===== config.mk =====
export PLATFORM = sky130hd
export DESIGN_NAME = spi_queue
export DESIGN_NICKNAME = d
export VERILOG_FILES = /design/src/hdl/spi_queue.sv
export SDC_FILE = /design/constraint.sdc
export NUM_CORES = 1
export LEC_CHECK = 0
export BUFFER_PORTS_ARGS = -buffer_cell sky130_fd_sc_hd__buf_2
export CAP_MARGIN = 20
export CORE_MARGIN = 4
export CORE_UTILIZATION = 59
export DETAILED_ROUTE_END_ITERATION = 10
export PLACE_DENSITY = 0.83
export SLEW_MARGIN = 25
export SYNTH_ARGS = -nofsm -noshare
export SYNTH_HDL_FRONTEND = slang
export SYNTH_SLANG_ARGS = --single-unit

===== constraint.sdc =====
create_clock -name clk -period 4.8 [get_ports clk]
set_clock_uncertainty 0.15 [all_clocks]
set_input_delay 0.72 -clock clk [delete_from_list [all_inputs] [get_ports clk]]
set_output_delay 0.72 -clock clk [all_outputs]
set_load 0.05 [all_outputs]

===== src/hdl/spi_queue.sv =====
// Small register queue between the front and back pipelines.
module spi_queue #(
  parameter int W     = 8,
  parameter int DEPTH = 4
) (
  input  logic         clk,
  input  logic         rst_n,
  input  logic         push,
  input  logic [W-1:0] din,
  output logic         full,
  input  logic         pop,
  output logic [W-1:0] dout,
  output logic         empty
);
  localparam int AW = (DEPTH > 1) ? $clog2(DEPTH) : 1;
  localparam int CNW = $clog2(DEPTH + 1);

  logic [W-1:0]   mem_r [DEPTH];
  logic [AW-1:0]  wp_r, rp_r;
  logic [CNW-1:0] cnt_r;

  function automatic logic [AW-1:0] bump(input logic [AW-1:0] p);
    return (p == AW'(DEPTH - 1)) ? '0 : p + 1'b1;
  endfunction

  always_ff @(posedge clk) begin
    if (!rst_n) begin
      wp_r  <= '0;
      rp_r  <= '0;
      cnt_r <= '0;
    end else begin
      if (push) wp_r <= bump(wp_r);
      if (pop)  rp_r <= bump(rp_r);
      if (push && !pop) cnt_r <= cnt_r + 1'b1;
      else if (pop && !push) cnt_r <= cnt_r - 1'b1;
    end
  end

  always_ff @(posedge clk) begin
    if (push) mem_r[wp_r] <= din;
  end

  assign dout  = mem_r[rp_r];
  assign full  = (cnt_r == CNW'(DEPTH));
  assign empty = (cnt_r == '0);
endmodule


# Word-level counts from Yosys, hierarchy flattened
# Memory sizes are Yosys's and may differ from the RTL's. A register that Yosys moved wholly into a read port is not among the register bits.
# Index checks and enable logic that the tools add are counted.
[classes] n_addsub=4 n_eq_ne=3 n_mux=8 reduce_logical=6
[ops] cell="2-bit two-way mux" count=4
[ops] cell="3-bit two-way mux" count=2
[ops] cell="2-bit by 1-bit adder with 2-bit output (second input constant)" count=2
[ops] cell="2-bit == test (second input constant)" count=2
[ops] cell="3-bit by 1-bit adder with 3-bit output (second input constant)" count=1
[ops] cell="3-bit == test (second input constant)" count=1
[ops] cell="3-bit zero test" count=1
[ops] cell="3-bit by 1-bit subtractor with 3-bit output (second input constant)" count=1
[ops] cell="1-bit logical AND" count=2
[ops] cell="1-bit zero test" count=2
[ops] cell="1-bit two-way mux" count=2
[ops] cell="2-bit nonzero test" count=1
[totals] n_memories=1 mem_bits_rw=32 ff_bits=7
[mem_list] memory="mem_r" words=4 word_bits=8 rd=1 rd_clocked_by_memory_dff=1 wr=1 line="18" text="logic [W-1:0] mem_r [DEPTH];"

# Longest topological paths before layout
[depth] word_depth=4 ltp_mapped=7 ltp_nobuf=7

# Worst setup path after synthesis
# No wires, ideal clock.
[synth_path] path_kind="reg-to-output" from="reg cnt_r[1]" to="out full" required_time_ns=3.930 n_path_buf=0 path_stages_with_launch=2 slack_ns=2.428 arrival_ns=1.502 cell_sequence="dfxtp_1 nor3b_1"
[synth_between] elab_chain_len=1
[synth_rtl] element="from (decl)" line="20" text="logic [CNW-1:0] cnt_r;"
[synth_rtl] element="from (signal assigned)" line="34" text="if (push && !pop) cnt_r <= cnt_r + 1'b1;"
[synth_rtl] element="from (signal assigned)" line="35" text="else if (pop && !push) cnt_r <= cnt_r - 1'b1;"
[synth_rtl] element="3-bit == test" line="44" text="assign full = (cnt_r == CNW'(DEPTH));"
[synth_rtl] element="to (decl)" line="10" text="output logic full,"
# Every way passes these cells.

==> impl_metrics.py <==
metrics = {
    "placed_design": {
        "dp_hpwl_mm": 1.88,
        "pre_cts_slack_ps": 2430,
        "io_buffer_count": 21,
        "place.gp.congestion": 0.683,
    },
    "finish": {
        "syn_to_final_growth_pct": 10.9,
        "final_layout_size_suffix_gt1_share_pct": 31.0,
        "final_nets": 131,
        "n_antenna_cell": 0,
    },
    "grt": {
        "grt.total_usage_pct": 17.9,
        "grt_remaining_overflow": 0,
        "grt_pass1_wl_mm": 4.26,
        "grt_max_degree": 13,
        "antenna_found_initial": 0,
        "grt_pass1_vias": 891,
    },
    "yosys": {
        "yosysSeqAreaShare_pct": 70.6,
        "yosysUniqueCellTypes": 20,
        "synth_cells": 86,
        "synth_ff_type": "edfxtp_1",
        "syn_avg_cell_area_um2": 18.8,
        "synthTopCellsByArea": "edfxtp_1 59%, dfxtp_1 11%, mux4_2 11%, ha_1 4.6%, mux2i_1 2.5%",
        "synth-edff-count": 32,
        "syn_nets": 105,
        "synth_top_area_share_pct": 59.5,
        "synth_most_common_cell": "edfxtp_1",
        "yosysTopAreaCell": "edfxtp_1",
        "ys_top_cells_by_count": "32 x edfxtp_1, 9 x dfxtp_1, 8 x mux4_2",
        "synth.cell_area_um2": 1620,
        "synth_warnings": 0,
        "async_flop_share_pct": 0,
        "synth-seq-cells": 41,
    },
    "floorplan": {
        "die_area_um2": 3640,
        "die_w_um": 60.3,
        "num_rows": 18,
        "coreArea_um2": 2540,
        "ios": 22,
        "die_y_um": 60.3,
        "start_util_pct": 63.5,
    },
    "critical_path": {
        "r2r_slack_ps": 3170,
        "worstPathCellList": "mux4_2, buf_2",
        "crit_type": "flop to output pin",
        "end_kind": "output pin",
        "crit_slowest_cell": "dfxtp_1",
        "cp-endpoint": "dout[7]",
        "reg2reg_from": "cnt_r[0]$_SDFFE_PN0P_",
        "worst_ep_arrival_time_ps": 1850,
        "cp_max_fo": 8,
        "reg2reg_to": "cnt_r[2]$_SDFFE_PN0P_",
        "cp.required_ps": 3930,
        "start_kind": "flop",
        "worst_path_largest_cell_delay_ps": 670,
        "reg2reg_depth": 4,
    },
    "power": {
        "seq_power_share_pct": 60.0,
        "vdd_drop_max_mv": 0.329,
        "leakagePower_uw": 0.000662,
        "p_sw_uw": 201,
        "totalPowerFinal_uw": 699,
        "switching_share_pct": 28.7,
        "power_density_nw_per_um2": 390,
        "combPwrFrac_pct": 17.5,
        "pwr-share-clk_pct": 22.5,
        "p_int_uw": 498,
    },
    "timing": {
        "timing.final.crit_share_pct": 56.6,
        "fmax_ghz": 0.368,
        "layout_min_cycle_time_ps": 2720,
        "final.setup.worst_slack_ps": 2080,
        "hold_viol_final": 0,
        "rsz0062_at_grt": "no",
        "timing.setup.tns_ps": 0,
        "slew_violations": 0,
        "tightestPinTransition_ps": 524,
        "finalSetupViolCount": 0,
        "maxSlewHeadroom_pct": 65.0,
    },
    "route": {
        "num_vias": 820,
        "drcViolationCount": 0,
        "firstDrtPassIters": 4,
        "avgRoutedWirePerCell_um": 18.4,
        "wl_mm": 2.64,
        "drtAntennaViolNets": 0,
        "drt-initial-drc-count": 14,
        "vias_per_cell": 5.73,
    },
    "clock_tree": {
        "cts_tree": "built",
        "cts_max_path_buffers": 2,
        "ctsHoldBuffers": 0,
        "clkSinkCount": 41,
        "htree_levels": 2,
        "clk_pin_slew_ps": 110,
        "post_cts_resized": 0,
        "root_buffer": "clkbuf_4",
        "clk_latency_ps": 340,
        "numCtsBuffers": 5,
        "cts_setup_buffers": 0,
    },
    "job": {
        "max_cap_violations": 0,
    },
    "hold_path": {
        "hp-class": "flop to flop",
    },
    "run_status": {
        "status": "finished clean",
    },
}
cells in the final DEF, fill, tap and decap left out:
cell type / n
a21boi_1: 1
clkinv_1: 2
nor3b_1: 1
fa_1: 1
or3_1: 1
edfxtp_1: 32
nor3_1: 2
nor2b_1: 5
inv_1: 4
nor2_1: 1
mux2i_1: 4
clkbuf_4: 5
xnor2_1: 1
clkinv_2: 1
and2_1: 5
o21a_1: 1
o21ai_0: 1
mux4_2: 8
xor2_1: 1
buf_2: 21
dfxtp_1: 9
ha_1: 6
worst min-delay path by stage:
stage	start	end	slack, ps	cells after the start
2_1_floorplan	cnt_r[2]$_SDFFE_PN0P_	cnt_r[2]$_SDFFE_PN0P_	320	2
3_3_place_gp	cnt_r[2]$_SDFFE_PN0P_	cnt_r[2]$_SDFFE_PN0P_	330	2
6_report	cnt_r[2]$_SDFFE_PN0P_	cnt_r[2]$_SDFFE_PN0P_	370	2
3_5_place_dp	cnt_r[2]$_SDFFE_PN0P_	cnt_r[2]$_SDFFE_PN0P_	350	2
5_1_grt	cnt_r[2]$_SDFFE_PN0P_	cnt_r[2]$_SDFFE_PN0P_	390	2
4_1_cts	cnt_r[2]$_SDFFE_PN0P_	cnt_r[2]$_SDFFE_PN0P_	370	2
sequential cells by signal, indices dropped and copies added, names as in the netlist, named ones only:
signal	count
rp_r	2
cnt_r	3
wp_r	2
mem_r	32
critical path, delay by kind of cell (launching register included):
| kind | cells | cell delay (ps) |
|---|---|---|
| flops | 1 | 670 |
| mux | 1 | 600 |
| buf+inv | 1 | 230 |
layer usage:
metal	up-vias	wire length (um)	GRT usage [%]
li1	377	-	-
met2	22	1400	31.2
met4	0	87	9.18
met3	8	191	8.21
met1	413	952	17.8
met5	-	0	0
per-stage QoR:
step	hold WS, ps	util (%)	instance area [um^2]	cells
3_5_place_dp	352	68.4	1740	135
2_1_floorplan	315	-	1620	86
6_report	372	70.4	1790	143
5_1_grt	385	70.4	1790	143
4_1_cts	367	70.4	1790	143
3_3_place_gp	325	68.4	1740	135
power by group through the flow:
| stage | sequential [uW] | clock [uW] | combinational, uW |
|---|---|---|---|
| detailed placement | 428 | 0 | 123 |
| floorplan | 420 | 0 | 97.7 |
| finish | 419 | 157 | 122 |
| global route | 423 | 181 | 130 |
| CTS | 420 | 163 | 124 |
| global placement | 425 | 0 | 116 |
cell type report:
class / count / area, um^2
Clock buffer: 5 / 37.5
Clock inverter: 3 / 12.5
Fill cell: 187 / 753
Inverter: 4 / 15.0
Multi-Input combinational cell: 39 / 443
Sequential cell: 41 / 1140
Tap cell: 30 / 37.5
Timing Repair Buffer: 21 / 105
kinds of logic after synthesis:
family,Yosys count,synth area share (%)
flops,41,70.6
simple gates,15,5.58
mux,12,13.6
fa+ha+maj,7,5.89
buf+inv,6,1.94
compound gates,3,1.24
xor+xnor,2,1.08
Note: power is estimated with default switching activity, not from simulation.
